$ cat src/rtl/core/u8s_pkg.sv
package u8s_pkg;

  // Default depth of the queue between the classifier and the byte emitter
  localparam int unsigned QueueDepthDefault = 4;

  // Byte boundaries of UTF-8 lead and continuation classes
  localparam logic [7:0] AsciiLimit = 8'h80;
  localparam logic [7:0] LeadMin    = 8'hC2;
  localparam logic [7:0] LeadMax    = 8'hF4;
  localparam logic [7:0] Lead3Min   = 8'hE0;
  localparam logic [7:0] Lead4Min   = 8'hF0;
  localparam logic [7:0] LeadE0     = 8'hE0;
  localparam logic [7:0] LeadED     = 8'hED;
  localparam logic [7:0] LeadF0     = 8'hF0;
  localparam logic [7:0] LeadF4     = 8'hF4;
  localparam logic [7:0] ContLo     = 8'h80;
  localparam logic [7:0] ContHi     = 8'hBF;
  localparam logic [7:0] ContLoE0   = 8'hA0;
  localparam logic [7:0] ContHiED   = 8'h9F;
  localparam logic [7:0] ContLoF0   = 8'h90;
  localparam logic [7:0] ContHiF4   = 8'h8F;

  // Sequence lengths
  localparam logic [2:0] SeqLen2 = 3'd2;
  localparam logic [2:0] SeqLen3 = 3'd3;
  localparam logic [2:0] SeqLen4 = 3'd4;

  // U+FFFD encoding
  localparam logic [7:0] ReplByte0 = 8'hEF;
  localparam logic [7:0] ReplByte1 = 8'hBF;
  localparam logic [7:0] ReplByte2 = 8'hBD;
  localparam logic [2:0] ReplLen   = 3'd3;

  // Class of a byte seen in lead position
  typedef enum logic [1:0] {
    LeadAscii = 2'd0,
    LeadBad   = 2'd1,
    LeadStart = 2'd2
  } lead_kind_e;

  // Work for one accepted byte: [FFFD if pre] [lit bytes] [FFFD if post]
  typedef struct packed {
    logic            pre;
    logic            post;
    logic [2:0]      lit_cnt;
    logic [3:0][7:0] lits;
    logic            eot;
  } desc_t;

  // Queue status seen by the classifier and the emitter
  typedef struct packed {
    logic full;
    logic empty;
  } q_status_t;

  // Byte of the replacement character at position idx
  function automatic logic [7:0] repl_byte(input logic [1:0] idx);
    logic [7:0] r;
    case (idx)
      2'd0:    r = ReplByte0;
      2'd1:    r = ReplByte1;
      default: r = ReplByte2;
    endcase
    return r;
  endfunction

endpackage

$ cat src/rtl/core/utf8_sanitizer_maximal_subpart.sv
// UTF-8 sanitizer with maximal-subpart replacement.
// Input channel: in_valid_i / in_stall_o carry one raw byte (in_byte_i) and
// an end-of-text flag per transaction. Output channel: out_valid_o /
// out_stall_i carry one sanitized byte per transaction, with flags marking
// replacement bytes (EF BF BD), the last byte caused by an input byte, and
// the last byte of the text.
// An input byte causes 0 to 6 output bytes. A byte that only extends an
// unfinished sequence causes none; a completed sequence is sent in full when
// its last byte arrives.
// With an idle queue and emitter, the first output byte of a transaction
// passes through the queue write and then the output register. One input
// byte per cycle is taken while the queue is not full, and one output byte
// per cycle is sent while the receiver does not stall; the emitter sends the
// bytes of a queued transaction in turn and pops it after the last one.
// A queue of QueueDepth transactions between classifier and emitter absorbs
// bursts. in_stall_o is high only while that queue is full.
// When the receiver stalls, the output register holds its byte and the queue
// fills, then the input stalls. Reset clears the held prefix, the queue and
// the output valid; nothing else needs clearing.
module utf8_sanitizer_maximal_subpart #(
  parameter int unsigned QueueDepth = u8s_pkg::QueueDepthDefault
) (
  input  logic       clk_i,
  input  logic       rst_ni,
  input  logic       in_valid_i,
  output logic       in_stall_o,
  input  logic [7:0] in_byte_i,
  input  logic       end_of_text_i,
  output logic       out_valid_o,
  input  logic       out_stall_i,
  output logic [7:0] out_byte_o,
  output logic       is_replacement_o,
  output logic       last_of_run_o,
  output logic       text_done_o
);

  logic                accept;
  logic                push;
  logic                pop;
  u8s_pkg::desc_t      push_desc;
  u8s_pkg::desc_t      head_desc;
  u8s_pkg::q_status_t  q_status;

  assign in_stall_o = q_status.full;
  assign accept     = in_valid_i && !in_stall_o;

  // Classifier and hold state
  u8s_front u_front (
    .clk_i         (clk_i),
    .rst_ni        (rst_ni),
    .accept_i      (accept),
    .in_byte_i     (in_byte_i),
    .end_of_text_i (end_of_text_i),
    .push_o        (push),
    .desc_o        (push_desc)
  );

  // Work queue
  u8s_fifo #(
    .Depth (QueueDepth)
  ) u_fifo (
    .clk_i    (clk_i),
    .rst_ni   (rst_ni),
    .push_i   (push),
    .data_i   (push_desc),
    .pop_i    (pop),
    .data_o   (head_desc),
    .status_o (q_status)
  );

  // Byte emitter
  u8s_back u_back (
    .clk_i            (clk_i),
    .rst_ni           (rst_ni),
    .head_i           (head_desc),
    .head_valid_i     (!q_status.empty),
    .pop_o            (pop),
    .out_byte_o       (out_byte_o),
    .is_replacement_o (is_replacement_o),
    .last_of_run_o    (last_of_run_o),
    .text_done_o      (text_done_o),
    .out_valid_o      (out_valid_o),
    .out_stall_i      (out_stall_i)
  );

`ifndef ASSERT_OFF
  // Queue never takes a transaction while full
  a_no_push_full: assert property (@(posedge clk_i) disable iff (!rst_ni)
    !(push && q_status.full))
    else $error("push into full queue");

  // Idle with nothing queued stays idle without a push
  a_idle_stays: assert property (@(posedge clk_i) disable iff (!rst_ni)
    (q_status.empty && !out_valid_o && !push) |=> !out_valid_o)
    else $error("output appeared from empty queue");

  // Work pushed into an idle emitter is offered once it has left the queue
  a_push_shows: assert property (@(posedge clk_i) disable iff (!rst_ni)
    (push && q_status.empty && !out_valid_o) |=> ##1 out_valid_o)
    else $error("queued work not emitted");
`endif

endmodule

$ cat src/rtl/core/u8s_front.sv
module u8s_front (
  input  logic               clk_i,
  input  logic               rst_ni,
  input  logic               accept_i,
  input  logic [7:0]         in_byte_i,
  input  logic               end_of_text_i,
  output logic               push_o,
  output u8s_pkg::desc_t     desc_o
);

  logic [2:0][7:0] held_bytes_q;
  logic [1:0]      held_count_q, held_count_d;
  logic [2:0]      seq_len_q, seq_len_d;

  logic                 holding;
  logic [7:0]           lo, hi;
  logic                 cont_ok;
  u8s_pkg::lead_kind_e  kind;
  logic [2:0]           lead_len;
  logic                 do_lead;
  logic [2:0]           held_used;
  logic                 hb_we;
  logic [1:0]           hb_idx;
  u8s_pkg::desc_t       desc;

  // Classify the byte as a lead
  always_comb begin
    lead_len = u8s_pkg::SeqLen2;
    if (in_byte_i < u8s_pkg::AsciiLimit) begin
      kind = u8s_pkg::LeadAscii;
    end else if (in_byte_i < u8s_pkg::LeadMin || in_byte_i > u8s_pkg::LeadMax) begin
      kind = u8s_pkg::LeadBad;
    end else begin
      kind = u8s_pkg::LeadStart;
      if (in_byte_i < u8s_pkg::Lead3Min) begin
        lead_len = u8s_pkg::SeqLen2;
      end else if (in_byte_i < u8s_pkg::Lead4Min) begin
        lead_len = u8s_pkg::SeqLen3;
      end else begin
        lead_len = u8s_pkg::SeqLen4;
      end
    end
  end

  // Continuation range; narrowed only right after certain leads
  always_comb begin
    lo = u8s_pkg::ContLo;
    hi = u8s_pkg::ContHi;
    if (held_count_q == 2'd1) begin
      case (held_bytes_q[0])
        u8s_pkg::LeadE0: lo = u8s_pkg::ContLoE0;
        u8s_pkg::LeadED: hi = u8s_pkg::ContHiED;
        u8s_pkg::LeadF0: lo = u8s_pkg::ContLoF0;
        u8s_pkg::LeadF4: hi = u8s_pkg::ContHiF4;
        default: ;
      endcase
    end
    cont_ok = (in_byte_i >= lo) && (in_byte_i <= hi);
  end

  // Next hold state and the work descriptor
  always_comb begin
    holding      = (held_count_q != 2'd0) && (seq_len_q >= u8s_pkg::SeqLen2);
    held_count_d = held_count_q;
    seq_len_d    = seq_len_q;
    do_lead      = 1'b0;
    held_used    = 3'd0;
    hb_we        = 1'b0;
    hb_idx       = held_count_q;
    desc         = '0;
    desc.eot     = end_of_text_i;

    if (!holding) begin
      do_lead      = 1'b1;
      held_count_d = 2'd0;
      seq_len_d    = 3'd0;
    end else if (cont_ok) begin
      if ({1'b0, held_count_q} + 3'd1 >= seq_len_q) begin
        // sequence complete: flush held bytes and this one
        held_used    = {1'b0, held_count_q};
        desc.lit_cnt = {1'b0, held_count_q} + 3'd1;
        held_count_d = 2'd0;
        seq_len_d    = 3'd0;
      end else begin
        hb_we        = 1'b1;
        hb_idx       = held_count_q;
        held_count_d = held_count_q + 2'd1;
      end
    end else begin
      // held maximal subpart replaced, byte taken again as a lead
      desc.pre     = 1'b1;
      do_lead      = 1'b1;
      held_count_d = 2'd0;
      seq_len_d    = 3'd0;
    end

    if (do_lead) begin
      case (kind)
        u8s_pkg::LeadAscii: desc.lit_cnt = 3'd1;
        u8s_pkg::LeadBad:   desc.post    = 1'b1;
        u8s_pkg::LeadStart: begin
          hb_we        = 1'b1;
          hb_idx       = 2'd0;
          held_count_d = 2'd1;
          seq_len_d    = lead_len;
        end
        default: ;
      endcase
    end

    // end of text drops any open prefix
    if (end_of_text_i) begin
      if (held_count_d != 2'd0) begin
        desc.post = 1'b1;
      end
      held_count_d = 2'd0;
      seq_len_d    = 3'd0;
    end

    // held bytes first, then this byte; the last slot is only ever this byte
    for (int i = 0; i < 3; i++) begin
      desc.lits[i] = (3'(i) < held_used) ? held_bytes_q[i[1:0]] : in_byte_i;
    end
    desc.lits[3] = in_byte_i;
  end

  assign desc_o = desc;
  assign push_o = accept_i && (desc.pre || desc.post || (desc.lit_cnt != 3'd0));

  // Hold state
  always_ff @(posedge clk_i or negedge rst_ni) begin
    if (!rst_ni) begin
      held_count_q <= 2'd0;
      seq_len_q    <= 3'd0;
    end else if (accept_i) begin
      held_count_q <= held_count_d;
      seq_len_q    <= seq_len_d;
    end
  end

  // Held bytes, no reset
  always_ff @(posedge clk_i) begin
    if (accept_i && hb_we) begin
      held_bytes_q[hb_idx] <= in_byte_i;
    end
  end

endmodule

$ cat src/rtl/core/u8s_fifo.sv
module u8s_fifo #(
  parameter int unsigned Depth = u8s_pkg::QueueDepthDefault
) (
  input  logic                clk_i,
  input  logic                rst_ni,
  input  logic                push_i,
  input  u8s_pkg::desc_t      data_i,
  input  logic                pop_i,
  output u8s_pkg::desc_t      data_o,
  output u8s_pkg::q_status_t  status_o
);

  localparam int unsigned AddrW  = (Depth > 1) ? $clog2(Depth) : 1;
  localparam int unsigned CountW = $clog2(Depth + 1);

  u8s_pkg::desc_t      mem_q [Depth];
  logic [AddrW-1:0]    wptr_q, rptr_q;
  logic [CountW-1:0]   count_q;
  logic                do_push, do_pop;

  assign status_o.full  = (count_q == CountW'(Depth));
  assign status_o.empty = (count_q == '0);
  assign do_push        = push_i && !status_o.full;
  assign do_pop         = pop_i && !status_o.empty;
  assign data_o         = mem_q[rptr_q];

  // Pointers and fill count
  always_ff @(posedge clk_i or negedge rst_ni) begin
    if (!rst_ni) begin
      wptr_q  <= '0;
      rptr_q  <= '0;
      count_q <= '0;
    end else begin
      if (do_push) begin
        wptr_q <= (wptr_q == AddrW'(Depth - 1)) ? '0 : wptr_q + 1'b1;
      end
      if (do_pop) begin
        rptr_q <= (rptr_q == AddrW'(Depth - 1)) ? '0 : rptr_q + 1'b1;
      end
      if (do_push && !do_pop) begin
        count_q <= count_q + 1'b1;
      end else if (do_pop && !do_push) begin
        count_q <= count_q - 1'b1;
      end
    end
  end

  // Storage
  always_ff @(posedge clk_i) begin
    if (do_push) begin
      mem_q[wptr_q] <= data_i;
    end
  end

endmodule

$ cat src/rtl/core/u8s_back.sv
module u8s_back (
  input  logic                clk_i,
  input  logic                rst_ni,
  input  u8s_pkg::desc_t      head_i,
  input  logic                head_valid_i,
  output logic                pop_o,
  output logic [7:0]          out_byte_o,
  output logic                is_replacement_o,
  output logic                last_of_run_o,
  output logic                text_done_o,
  output logic                out_valid_o,
  input  logic                out_stall_i
);

  logic [2:0] pos_q, pos_d;
  logic       valid_q;
  logic [7:0] byte_q, byte_d;
  logic       repl_q, repl_d;
  logic       last_q;
  logic       done_q;

  logic [2:0] pre_len, post_len, total, rel, tail;
  logic       last;
  logic       advance;

  // Pick byte at the current position of the head descriptor
  always_comb begin
    pre_len  = head_i.pre  ? u8s_pkg::ReplLen : 3'd0;
    post_len = head_i.post ? u8s_pkg::ReplLen : 3'd0;
    total    = pre_len + head_i.lit_cnt + post_len;
    rel      = pos_q - pre_len;
    tail     = rel - head_i.lit_cnt;
    last     = (pos_q == total - 3'd1);
    if (pos_q < pre_len) begin
      byte_d = u8s_pkg::repl_byte(pos_q[1:0]);
      repl_d = 1'b1;
    end else if (rel < head_i.lit_cnt) begin
      byte_d = head_i.lits[rel[1:0]];
      repl_d = 1'b0;
    end else begin
      byte_d = u8s_pkg::repl_byte(tail[1:0]);
      repl_d = 1'b1;
    end
  end

  assign advance = !valid_q || !out_stall_i;
  assign pop_o   = advance && head_valid_i && last;
  assign pos_d   = last ? 3'd0 : pos_q + 3'd1;

  // Position within the head descriptor and output valid
  always_ff @(posedge clk_i or negedge rst_ni) begin
    if (!rst_ni) begin
      pos_q   <= 3'd0;
      valid_q <= 1'b0;
    end else if (advance) begin
      valid_q <= head_valid_i;
      if (head_valid_i) begin
        pos_q <= pos_d;
      end
    end
  end

  // Output payload
  always_ff @(posedge clk_i) begin
    if (advance && head_valid_i) begin
      byte_q <= byte_d;
      repl_q <= repl_d;
      last_q <= last;
      done_q <= last && head_i.eot;
    end
  end

  assign out_valid_o      = valid_q;
  assign out_byte_o       = byte_q;
  assign is_replacement_o = repl_q;
  assign last_of_run_o    = last_q;
  assign text_done_o      = done_q;

endmodule

$ cat config.mk
export PLATFORM = sky130hd
export DESIGN_NAME = utf8_sanitizer_maximal_subpart
export DESIGN_NICKNAME = d
export VERILOG_FILES = /design/src/rtl/core/u8s_pkg.sv /design/src/rtl/core/utf8_sanitizer_maximal_subpart.sv /design/src/rtl/core/u8s_front.sv /design/src/rtl/core/u8s_fifo.sv /design/src/rtl/core/u8s_back.sv
export SDC_FILE = /design/constraint.sdc
export NUM_CORES = 1
export LEC_CHECK = 0
export BUFFER_PORTS_ARGS = -buffer_cell sky130_fd_sc_hd__buf_2
export CAP_MARGIN = 20
export CORE_ASPECT_RATIO = 1.25
export CORE_UTILIZATION = 40
export CTS_CLUSTER_DIAMETER = 60
export DETAILED_ROUTE_END_ITERATION = 6
export PLACE_DENSITY_LB_ADDON = 0.1
export SLEW_MARGIN = 20
export SYNTH_ARGS = -nofsm -noshare
export SYNTH_HDL_FRONTEND = slang
export SYNTH_HIERARCHICAL = 1
export SYNTH_SLANG_ARGS = --single-unit
$ cat constraint.sdc
create_clock -name clk_i -period 5.1 [get_ports clk_i]
set_clock_uncertainty 0.2 [all_clocks]
set_input_delay 1.02 -clock clk_i [delete_from_list [all_inputs] [get_ports clk_i]]
set_output_delay 1.02 -clock clk_i [all_outputs]
set_load 0.02 [all_outputs]
; Yosys cells after proc, flatten, opt, wreduce, memory -nomap -nowiden
; Memory sizes are Yosys's and may differ from the RTL's.
; Cells that the tools add are included.
[totals]
memories = 1
reg_bits = 51
in_bits = 13
ram_bits = 152
[classes]
n_lt_le_gt_ge = 17
bitwise_logic = 1
mux = 65
eq_ne = 13
addsub = 12
n_reduce_logical = 32
[memory_table]
columns = memory, words, width, rd, rd_clocked_by_memory_dff, wr, line_no
row1 = u_fifo.mem_q, 4, 38, 1, 0, 1, u8s_fifo.sv:16  ; u8s_pkg::desc_t mem_q [Depth];
[ops]
columns = cell, n
row1 = two-way mux 8 bit, 9
row2 = two-way mux 3 bit, 19
row3 = equality test 8 bit (second input constant), 4
row4 = less-than comparator 8 bit (second input constant), 4
row5 = two-way mux 2 bit, 15
row6 = case mux 7 bit (2 select lines), 2
row7 = bitwise mux 24 bit, 1
row8 = case mux 6 bit (2 select lines), 2
row9 = binary-select mux 8 bit (select 2 bit), 1
row10 = demux 8 bit (select 2 bit), 1
row11 = two-way mux 1 bit, 14
row12 = logical AND 1 bit, 13
row13 = equality test 2 x 1 -> 1 bit (second input constant), 4
row14 = >= comparator 8 bit, 1
row15 = greater-than comparator 8 bit (second input constant), 1
row16 = <= comparator 8 bit, 1
row17 = adder 2 x 1 -> 2 bit (second input constant), 3
row18 = adder 3 x 1 -> 3 bit (second input constant), 2
row19 = equality test 2 bit (second input constant), 3
row20 = zero test 1 bit, 6
row21 = zero test 2 bit, 3
row22 = less-than comparator 1 x 3 -> 1 bit (first input constant), 2
row23 = less-than comparator 2 x 3 -> 1 bit (second input constant), 2
row24 = less-than comparator 3 bit, 2
row25 = other kinds (19), 25

; Depth between registers and ports, before layout
; Gate-level depths: netlist of the first run.
[logic_depth]
ltp_word = 20
mapped_depth = 19
ltp_nobuf = 18

; Hierarchy
; The synthesis of the first run kept the hierarchy.
[by_module_without_submodules]
columns = mod, n_inst, seq_area_each_um2, cells_each, area_each_um2
row1 = u8s_fifo, 1, 4739.5, 236, 5918.2
row2 = u8s_front, 1, 845.8, 156, 1824.2
row3 = u8s_back, 1, 430.4, 93, 1201.2
row4 = utf8_sanitizer_maximal_subpart, 1, 0.0, 2, 17.5

; Worst setup path before layout of the first run
; No wires, ideal clock.
[synth_path]
path_kind = register to register
start = register u_front.held_count_q[1]
end = memory u_fifo/mem_q[0][0] (netlist bit), enable pin
path_slack_ns = 0.754
n_path_buf = 1
path_stages_with_launch = 15
setup_time_ns = 0.399
required_time_ns = 4.501
arrival_ns = 3.747
cell_sequence = dfrtp_1 inv_1 ha_1 nand4_1 nor4_1 nand2_1 ha_1 nor2b_1 o31a_1 o211ai_4 o311ai_0 a41oi_1 nor2b_1 buf_2 and2_1
[synth_between]
elab_chain_cells = 17
[synth_lines]
columns = item, line_no
row1 = "start, declared", u8s_front.sv:12  ; logic [1:0] held_count_q, held_count_d;
row2 = "start signal, assigned", u8s_front.sv:136  ; held_count_q <= held_count_d;
row3 = equality test 2 x 1 -> 1 bit, u8s_front.sv:49  ; if (held_count_q == 2'd1) begin
row4 = two-way mux 8 bit, u8s_front.sv:49
row5 = >= comparator 8 bit or <= comparator 8 bit (tied branches), u8s_front.sv:58  ; cont_ok = (in_byte_i >= lo) && (in_byte_i <= hi);
row6 = logical AND 1 bit, u8s_front.sv:58
row7 = two-way mux 2 bit, u8s_front.sv:77  ; end else if (cont_ok) begin
row8 = two-way mux 2 bit, u8s_front.sv:73  ; if (!holding) begin
row9 = two-way mux 2 bit, u8s_front.sv:98  ; case (kind)
row10 = two-way mux 2 bit, u8s_front.sv:97  ; if (do_lead) begin
row11 = [... 3 more ...], --
row12 = logical OR 1 bit, u8s_front.sv:128  ; assign push_o = accept_i && (desc.pre || desc.post || (desc.lit_cnt != 3'd0));
row13 = logical OR 1 bit *, u8s_front.sv:128
row14 = logical AND 1 bit *, u8s_front.sv:128
row15 = via push, utf8_sanitizer_maximal_subpart.sv:38  ; logic push;
row16 = logical AND 1 bit *, u8s_fifo.sv:23  ; assign do_push = push_i && !status_o.full;
row17 = via u_fifo.do_push, u8s_fifo.sv:19  ; logic do_push, do_pop;
row18 = two-way mux 1 bit *, u8s_fifo.sv:50  ; if (do_push) begin
row19 = two-way mux 1 bit (not written as such) *, u8s_fifo.sv:51  ; mem_q[wptr_q] <= data_i;
row20 = "end, declared", u8s_fifo.sv:16
; Mark *: on every way through the listed nets, which the timed path passes. The rest lies on a longest branch.

; Worst setup path in the final report of the first run
[layout_path]
start = register u_front.held_count_q[1]
end = register u_fifo.count_q[2]
[layout_between]
elab_chain_cells = 18
[layout_lines]
columns = item, line_no
row1 = equality test 2 x 1 -> 1 bit, u8s_front.sv:49
row2 = two-way mux 8 bit, u8s_front.sv:49
row3 = >= comparator 8 bit or <= comparator 8 bit (tied branches), u8s_front.sv:58
row4 = logical AND 1 bit, u8s_front.sv:58
row5 = two-way mux 2 bit, u8s_front.sv:77
row6 = two-way mux 2 bit, u8s_front.sv:73
row7 = two-way mux 2 bit, u8s_front.sv:98
row8 = two-way mux 2 bit, u8s_front.sv:97
row9 = [... 3 more ...], --
row10 = logical OR 1 bit, u8s_front.sv:128
row11 = logical OR 1 bit *, u8s_front.sv:128
row12 = logical AND 1 bit *, u8s_front.sv:128
row13 = via push, utf8_sanitizer_maximal_subpart.sv:38
row14 = logical AND 1 bit *, u8s_fifo.sv:23
row15 = zero test 1 bit, u8s_fifo.sv:42  ; end else if (do_pop && !do_push) begin
row16 = logical AND 1 bit, u8s_fifo.sv:42
row17 = nonzero test 2 bit (no line), --
row18 = "end signal, assigned", u8s_fifo.sv:41  ; count_q <= count_q + 1'b1;
row19 = "end signal, assigned", u8s_fifo.sv:43  ; count_q <= count_q - 1'b1;
row20 = "end, declared", u8s_fifo.sv:18  ; logic [CountW-1:0] count_q;
; Marks and branches as above.
; A chain may end at the register's enable or synchronous reset.

==> results.toml, run 1 <==
[critical_path]
critPathMaxFanout = 7
crit_path_start_kind = "flip-flop"
critPathCaptureType = "flip-flop"
critPathLaunch = "u_front/held_count_q[1]"
timing.rr.start = "u_front/held_count_q[1]"
cpMostUsedCell = "ha_1"
critical_path_class = "flip-flop to flip-flop"
slowest_delay_ns = 0.44
crit_chain = "inv_1 -> ha_1 -> nand4_1 -> nor4_1 -> nand2_1 -> ha_1 -> nor2b_1 -> o31a_1 -> o211ai_4 -> o311ai_0 -> a41oi_1 -> nor2b_2 -> ha_1 -> inv_1 -> fa_1 -> xor2_1 -> nor2_1 -> xor2_1"
cp_data_required_time_ns = 5.32
arrival_ns = 4.74
slowest_stage = "dfrtp_1"

[sta]
hold_viol = 0
finalSetupTns_ns = 0
fmax_mhz = 221
setup_ws_ns = 0.574
period_minus_slack_ns = 4.53
setup_viol = 0
hold_ws_ns = 0.247
rsz0062_at_grt = "no"
worst_pin_slew_ns = 0.922
final_max_slew_viol_count = 0
post-route-period-util = 0.887
slew_headroom = 0.381

[yosys]
synth_nets = 532
synth-seq-area-share = 0.671
synth-seq-cells = 203
yosys_warnings = 6
syn_inst = 487
synthesis.area_mm2 = 0.00896
synthArstFlopShare = 0.0788
synth_edf_count = 187
ys.flop_type = "edfxtp_1"
synth_cell_types = 64
synth.avg_cell_area_um2 = 18.4

[floorplanning]
start_util = 0.412
die_y_um = 169
die_area_mm2 = 0.0230
ios = 26
die_x_um = 136
core_mm2 = 0.0218
fp-row-count = 60

[placement]
dpl_cell_area_mm2 = 0.00943
dp_slack_ns = 0.411
gp_congestion = 0.801
io_buffers = 25
post-dp-hpwl_um = 11200

[clocking]
cts_tree = "yes"
cts_made_buffers = 22
cts_num_sinks = 203
cts_hold_buf = 0
clockRootBuffer = "clkbuf_16"
h-tree-depth = 1
cts_max_path_buffers = 3
clk_pin_slew_ns = 0.06
clock_latency_ns = 0.50
post_cts.repair.setup_buffers = 0

[cells_and_area]
drive_above_1_share = 0.284
layout_commonest_cell = "edfxtp_1"
final_cell_mix = "edfxtp_1, mux4_2, ha_1, buf_2"
diodes = 0
synthToLayoutAreaGrowth_pct = 12.7
post-route-util = 0.464
nFillCells = 1881
final_cell_area_mm2 = 0.0101
fin_nets = 568

[global_route]
grtUsageTotal = 0.164
grt_pass1_vias = 4801
grt_pass1_wl_um = 27900
antenna_found_initial = 0
grt_max_degree = 39
grt_overflow = 0

[routing]
vias = 4398
drtIter0Drc = 249
ant_nets = 0
wl_per_cell_um = 21.7
firstDrtPassIters = 4
avgViaCountPerCell = 5.38
wl_um = 17800
drc_errors = 0

[status]
outcome = "complete, no violations"

[worst_hold_path]
hp-class = "input port to asynchronous set/reset pin"

[pwr]
power_density_mw_per_mm2 = 587
vdd_drop_max_uv = 332
p_leak_nw = 3.46

[job]
cap_viol_max_count = 0
## power breakdown
| group | total, mW | switching (mW) | internal (mW) |
|---|---|---|---|
| logic | 2.18 | 1.14 | 1.03 |
| registers | 2.29 | 0.130 | 2.16 |
| clock network | 1.46 | 0.622 | 0.842 |
| total | 5.93 | 1.90 | 4.03 |
## cell families after synthesis
kind of cell,count (synthesis),share of synthesized area
buffers and inverters,46,0.0253
adder cells (fa/ha/maj),32,0.0472
AO/OA/AOI/OAI,45,0.0397
AND/OR/NAND/NOR,79,0.0532
flip-flops,203,0.671
XOR/XNOR,10,0.0144
multiplexers,72,0.149
## flip-flops by register name (all words and copies together), names as in the netlist
register / flops
u_back/text_done_o: 1
u_back/out_byte_o: 8
u_fifo/wptr_q: 2
u_back/is_replacement_o: 1
u_back/last_of_run_o: 1
u_fifo/rptr_q: 2
u_fifo/count_q: 3
u_front/seq_len_q: 3
u_front/held_bytes_q: 24
u_front/held_count_q: 2
u_back/out_valid_o: 1
u_fifo/mem_q: 152
u_back/pos_q: 3
## layout make-up
type	count	area (um^2)	share of cell area
sequential	203	6020	0.596
multi-input combinational	238	2730	0.270
clock buffer	30	612	0.0606
tap	279	349	0.0346
timing repair buffer	35	250	0.0248
inverter	23	86.3	0.00855
clock inverter	9	57.6	0.00570
## timing repair
| action | CTS | global route |
|---|---|---|
| endpoints found under the setup margin | 0 | 1 |
| hold endpoints to repair | 0 | 0 |
| gates resized for setup | 0 | 1 |
## synth_stat cells (3+ instances only)
cell | instances | area, um^2
a21o_1 | 5 | 37.5
a21oi_1 | 4 | 20.0
and2_1 | 7 | 43.8
and3_1 | 5 | 31.3
buf_2 | 4 | 20.0
buf_4 | 13 | 97.6
clkbuf_1 | 6 | 22.5
dfrtp_1 | 16 | 400
edfxtp_1 | 187 | 5620
fa_1 | 3 | 60.1
ha_1 | 29 | 363
inv_1 | 23 | 86.3
mux2_1 | 3 | 33.8
mux2_2 | 20 | 225
mux4_2 | 46 | 1040
nand2_1 | 12 | 45.0
nand2b_1 | 6 | 37.5
nand3_1 | 4 | 20.0
nor2_1 | 9 | 33.8
nor2b_1 | 4 | 25.0
nor3_1 | 7 | 35.0
nor4_1 | 3 | 18.8
o21ai_0 | 6 | 30.0
o21ai_1 | 3 | 15.0
o22ai_1 | 3 | 18.8
or2_1 | 5 | 31.3
xnor2_1 | 4 | 35.0
xor2_1 | 3 | 26.3
## per-stage QoR
stage                     total power [mW]  cells
after CTS                             6.05    817
final                                 5.93    817
after floorplan                       3.97    487
after global placement                4.52    778
after global routing                  6.29    817
after detailed placement              4.56    778
## worst paths after layout
path | to | slack, ns | cells after the start
max in group asynchronous | u_fifo/rptr_q[0] | 4.15 | 1
worst min register to register | u_front/seq_len_q[2] | 0.30 | 1
min in group clk_i | u_front/seq_len_q[2] | 0.30 | 1
worst min-delay path | u_back/pos_q[1] | 0.25 | 1
worst max register to register | u_fifo/count_q[2] | 0.57 | 18
worst max-delay path | u_fifo/count_q[2] | 0.57 | 18
## worst max-delay path: cells and delay by family, from the launching register on
kind,cells,cell delay [ns]
AOI/OAI and AO/OA,4,1.13
and+or+nand+nor,6,1.04
DFF,1,0.44
xor gates and xnor gates,2,0.32
adders and majority gates,4,1.10
buffers and inverters,2,0.24
## metal layers
metal,vias up,wire length [um],global-route usage
li1,2005,-,-
met1,2279,7590,0.216
met2,95,9030,0.285
met3,19,883,0.0230
met4,0,250,0.0415
met5,-,0,0
Note: power is estimated with default switching activity, not from simulation.
==> inputs of run 2 (changes only) <==
Settings changed: ABC_AREA from default to 1.
==> run 2 against run 1 <==
  * Sequential power increased by 3%
  * Hold slack improved by 0.012 ns
  * Clock-buffer cell count increased by 1
  * Global-route usage increased by 1.6 points
  * Non-clock buffer count increased by 4
  * Highest routed layer unchanged
==> results.toml, run 2 <==
[routing]
dr_wl_met3_um = 717
wl_per_cell_um = 17.1
vias = 6130
wl_met1_um = 10100
met2_length_um = 10500
wl_um = 21700
drc_errors = 0
topRoutingLayerUsed = "met4"
drtIter0Drc = 322
avgViaCountPerCell = 4.83
ant_nets = 0
firstDrtPassIters = 4

[sta]
finalSetupTns_ns = 0
worst_pin_slew_ns = 0.870
period_minus_slack_ns = 4.25
rsz0062_at_grt = "no"
post-route-period-util = 0.833
setup_viol = 0
hold_viol = 0
slew_headroom = 0.418
final_max_slew_viol_count = 0
fmax_mhz = 235

[clocking]
cts_max_path_buffers = 3
cts_made_buffers = 24
clockRootBuffer = "clkbuf_16"
post_cts.repair.setup_buffers = 0
h-tree-depth = 1
cts_num_sinks = 203
cts_resized = 0
cts_tree = "yes"
clock_latency_ns = 0.51
cts_hold_buf = 0
clk_pin_slew_ns = 0.06

[pwr]
power_density_mw_per_mm2 = 593
pwr-share-clk = 0.244
p_leak_nw = 4.48
vdd_drop_max_uv = 239
power_frac_seq = 0.360
p_sw_mw = 2.55
internal_power_mw = 3.99
pwr-share-comb = 0.396
p_sw_frac = 0.390
power_mw = 6.54

[critical_path]
slowest_delay_ns = 0.86
cp_top_family = "adder cells"
crit_path_start_kind = "flip-flop"
arrival_ns = 4.44
slowest_stage = "dfrtp_4"
path_buf_inv = 4
cpMostUsedCell = "inv_1"
critPathMaxFanout = 60
cp_data_required_time_ns = 5.29
critical_path_class = "flip-flop to flip-flop"
crit_chain = "o211ai_1 -> nand2_1 -> inv_1 -> ha_1 -> fa_1 -> inv_1 -> ha_1 -> xor2_1 -> a21oi_2 -> nand3_1 -> inv_1 -> nand2_1 -> ha_1 -> inv_1 -> fa_1 -> nand2_1 -> o21ai_0"
critPathCaptureType = "flip-flop"

[yosys]
synth_edf_count = 187
ys_top_cells_by_count = "nand2_1, edfxtp_1, inv_1, nor2_1, o211ai_1"
syn_inst = 901
synth-seq-cells = 203
synthArstFlopShare = 0.0788
synth_cell_types = 35
ys.flop_type = "edfxtp_1"
synth_nets = 946
synth_top_cell_area_share = 0.569
yosysMostFrequentCell = "nand2_1"
yosysTopAreaCell = "edfxtp_1"
synth-seq-area-share = 0.609
synthesis.area_mm2 = 0.00987
synthTopCellsByArea = "edfxtp_1, nand2_1, inv_1"
yosys_warnings = 6
synth.avg_cell_area_um2 = 11.0

[cells_and_area]
final_cell_mix = "nand2_1, edfxtp_1, inv_1, nor2_1, o211ai_1"
largest_reg_flops = 152
drive_above_1_share = 0.158
regMostFlops = "u_fifo/mem_q"
synthToLayoutAreaGrowth_pct = 11.7
layout_commonest_cell = "nand2_1"
fin_nets = 971
diodes = 0

[floorplanning]
ios = 26
core_mm2 = 0.0240
die_x_um = 143
start_util = 0.412
die_area_mm2 = 0.0253
fp-row-count = 63
die_y_um = 178

[worst_hold_path]
hp-class = "input port to asynchronous set/reset pin"

[placement]
io_buffers = 25
post-dp-hpwl_um = 14300
gp_congestion = 0.869

[global_route]
grt_pass1_wl_um = 33700
antenna_found_initial = 0
grt_overflow = 0
grt_max_degree = 62
grt_pass1_vias = 5947
grtUsageTotal = 0.180

[job]
cap_viol_max_count = 0

[status]
outcome = "complete, no violations"
run 2: cell count changes after synthesis, sizes merged, moves of 7 or more:
cell / before / now
buf: 17 / 38
nand2: 12 / 213
nand3: 4 / 31
o21ai: 9 / 33
and2: 7 / 0
nor2: 11 / 68
inv: 23 / 158
mux4: 46 / 0
mux2: 25 / 0
a21oi: 4 / 20
o211ai: 3 / 76
run 2: stage by stage:
stage | setup WS (ns) | util | std cells | area [um^2] | hold WS, ns
detailed placement | 0.817 | 0.429 | 1225 | 10300 | 0.288
CTS | 0.827 | 0.460 | 1269 | 11000 | 0.272
global placement | 0.855 | 0.429 | 1225 | 10300 | 0.290
floorplan | 0.506 | - | 901 | 9870 | 0.263
finish | 0.849 | 0.460 | 1269 | 11000 | 0.258
global route | 0.493 | 0.460 | 1269 | 11000 | 0.287
run 2: cells by family after synthesis:
logic type               share of synthesized area
AND/OR/NAND/NOR                              0.137
flip-flops                                   0.609
buffers and inverters                       0.0920
AO/OA/AOI/OAI                                0.113
adder cells (fa/ha/maj)                     0.0428
XOR/XNOR                                   0.00532
run 2: area by class of cell:
cell class / instances / area, um^2
Clock buffer: 31 / 648
Clock inverter: 13 / 92.6
Fill cell: 2274 / 12900
Inverter: 158 / 598
Multi-Input combinational cell: 500 / 2980
Sequential cell: 203 / 6020
Tap cell: 325 / 407
Timing Repair Buffer: 39 / 280
run 2: power by group through the flow:
| stage | sequential [mW] | combinational, mW | clock, mW |
|---|---|---|---|
| after floorplan | 2.37 | 1.93 | 0 |
| after global placement | 2.39 | 2.63 | 0 |
| after detailed placement | 2.39 | 2.64 | 0 |
| after global routing | 2.39 | 2.93 | 1.69 |
| after CTS | 2.36 | 2.65 | 1.63 |
| final | 2.35 | 2.59 | 1.59 |
run 2: final timing paths:
check,from,endpoint,slack [ns],cells past startpoint
worst max-delay path,u_fifo/rptr_q[0],u_fifo/count_q[1],0.85,17
worst min-delay path,rst_ni,u_fifo/rptr_q[1],0.26,1
worst min register to register,u_fifo/count_q[2],u_fifo/count_q[2],0.30,2
worst max register to register,u_fifo/rptr_q[0],u_fifo/count_q[1],0.85,17
min in group clk_i,u_fifo/count_q[2],u_fifo/count_q[2],0.30,2
max in group asynchronous,rst_ni,u_fifo/rptr_q[0],4.09,1
run 2: layer usage:
| layer | global-route usage | vias up |
|---|---|---|
| met3 | 0.0208 | 32 |
| li1 | - | 3082 |
| met4 | 0.0470 | 0 |
| met2 | 0.311 | 98 |
| met5 | 0 | - |
| met1 | 0.238 | 2918 |
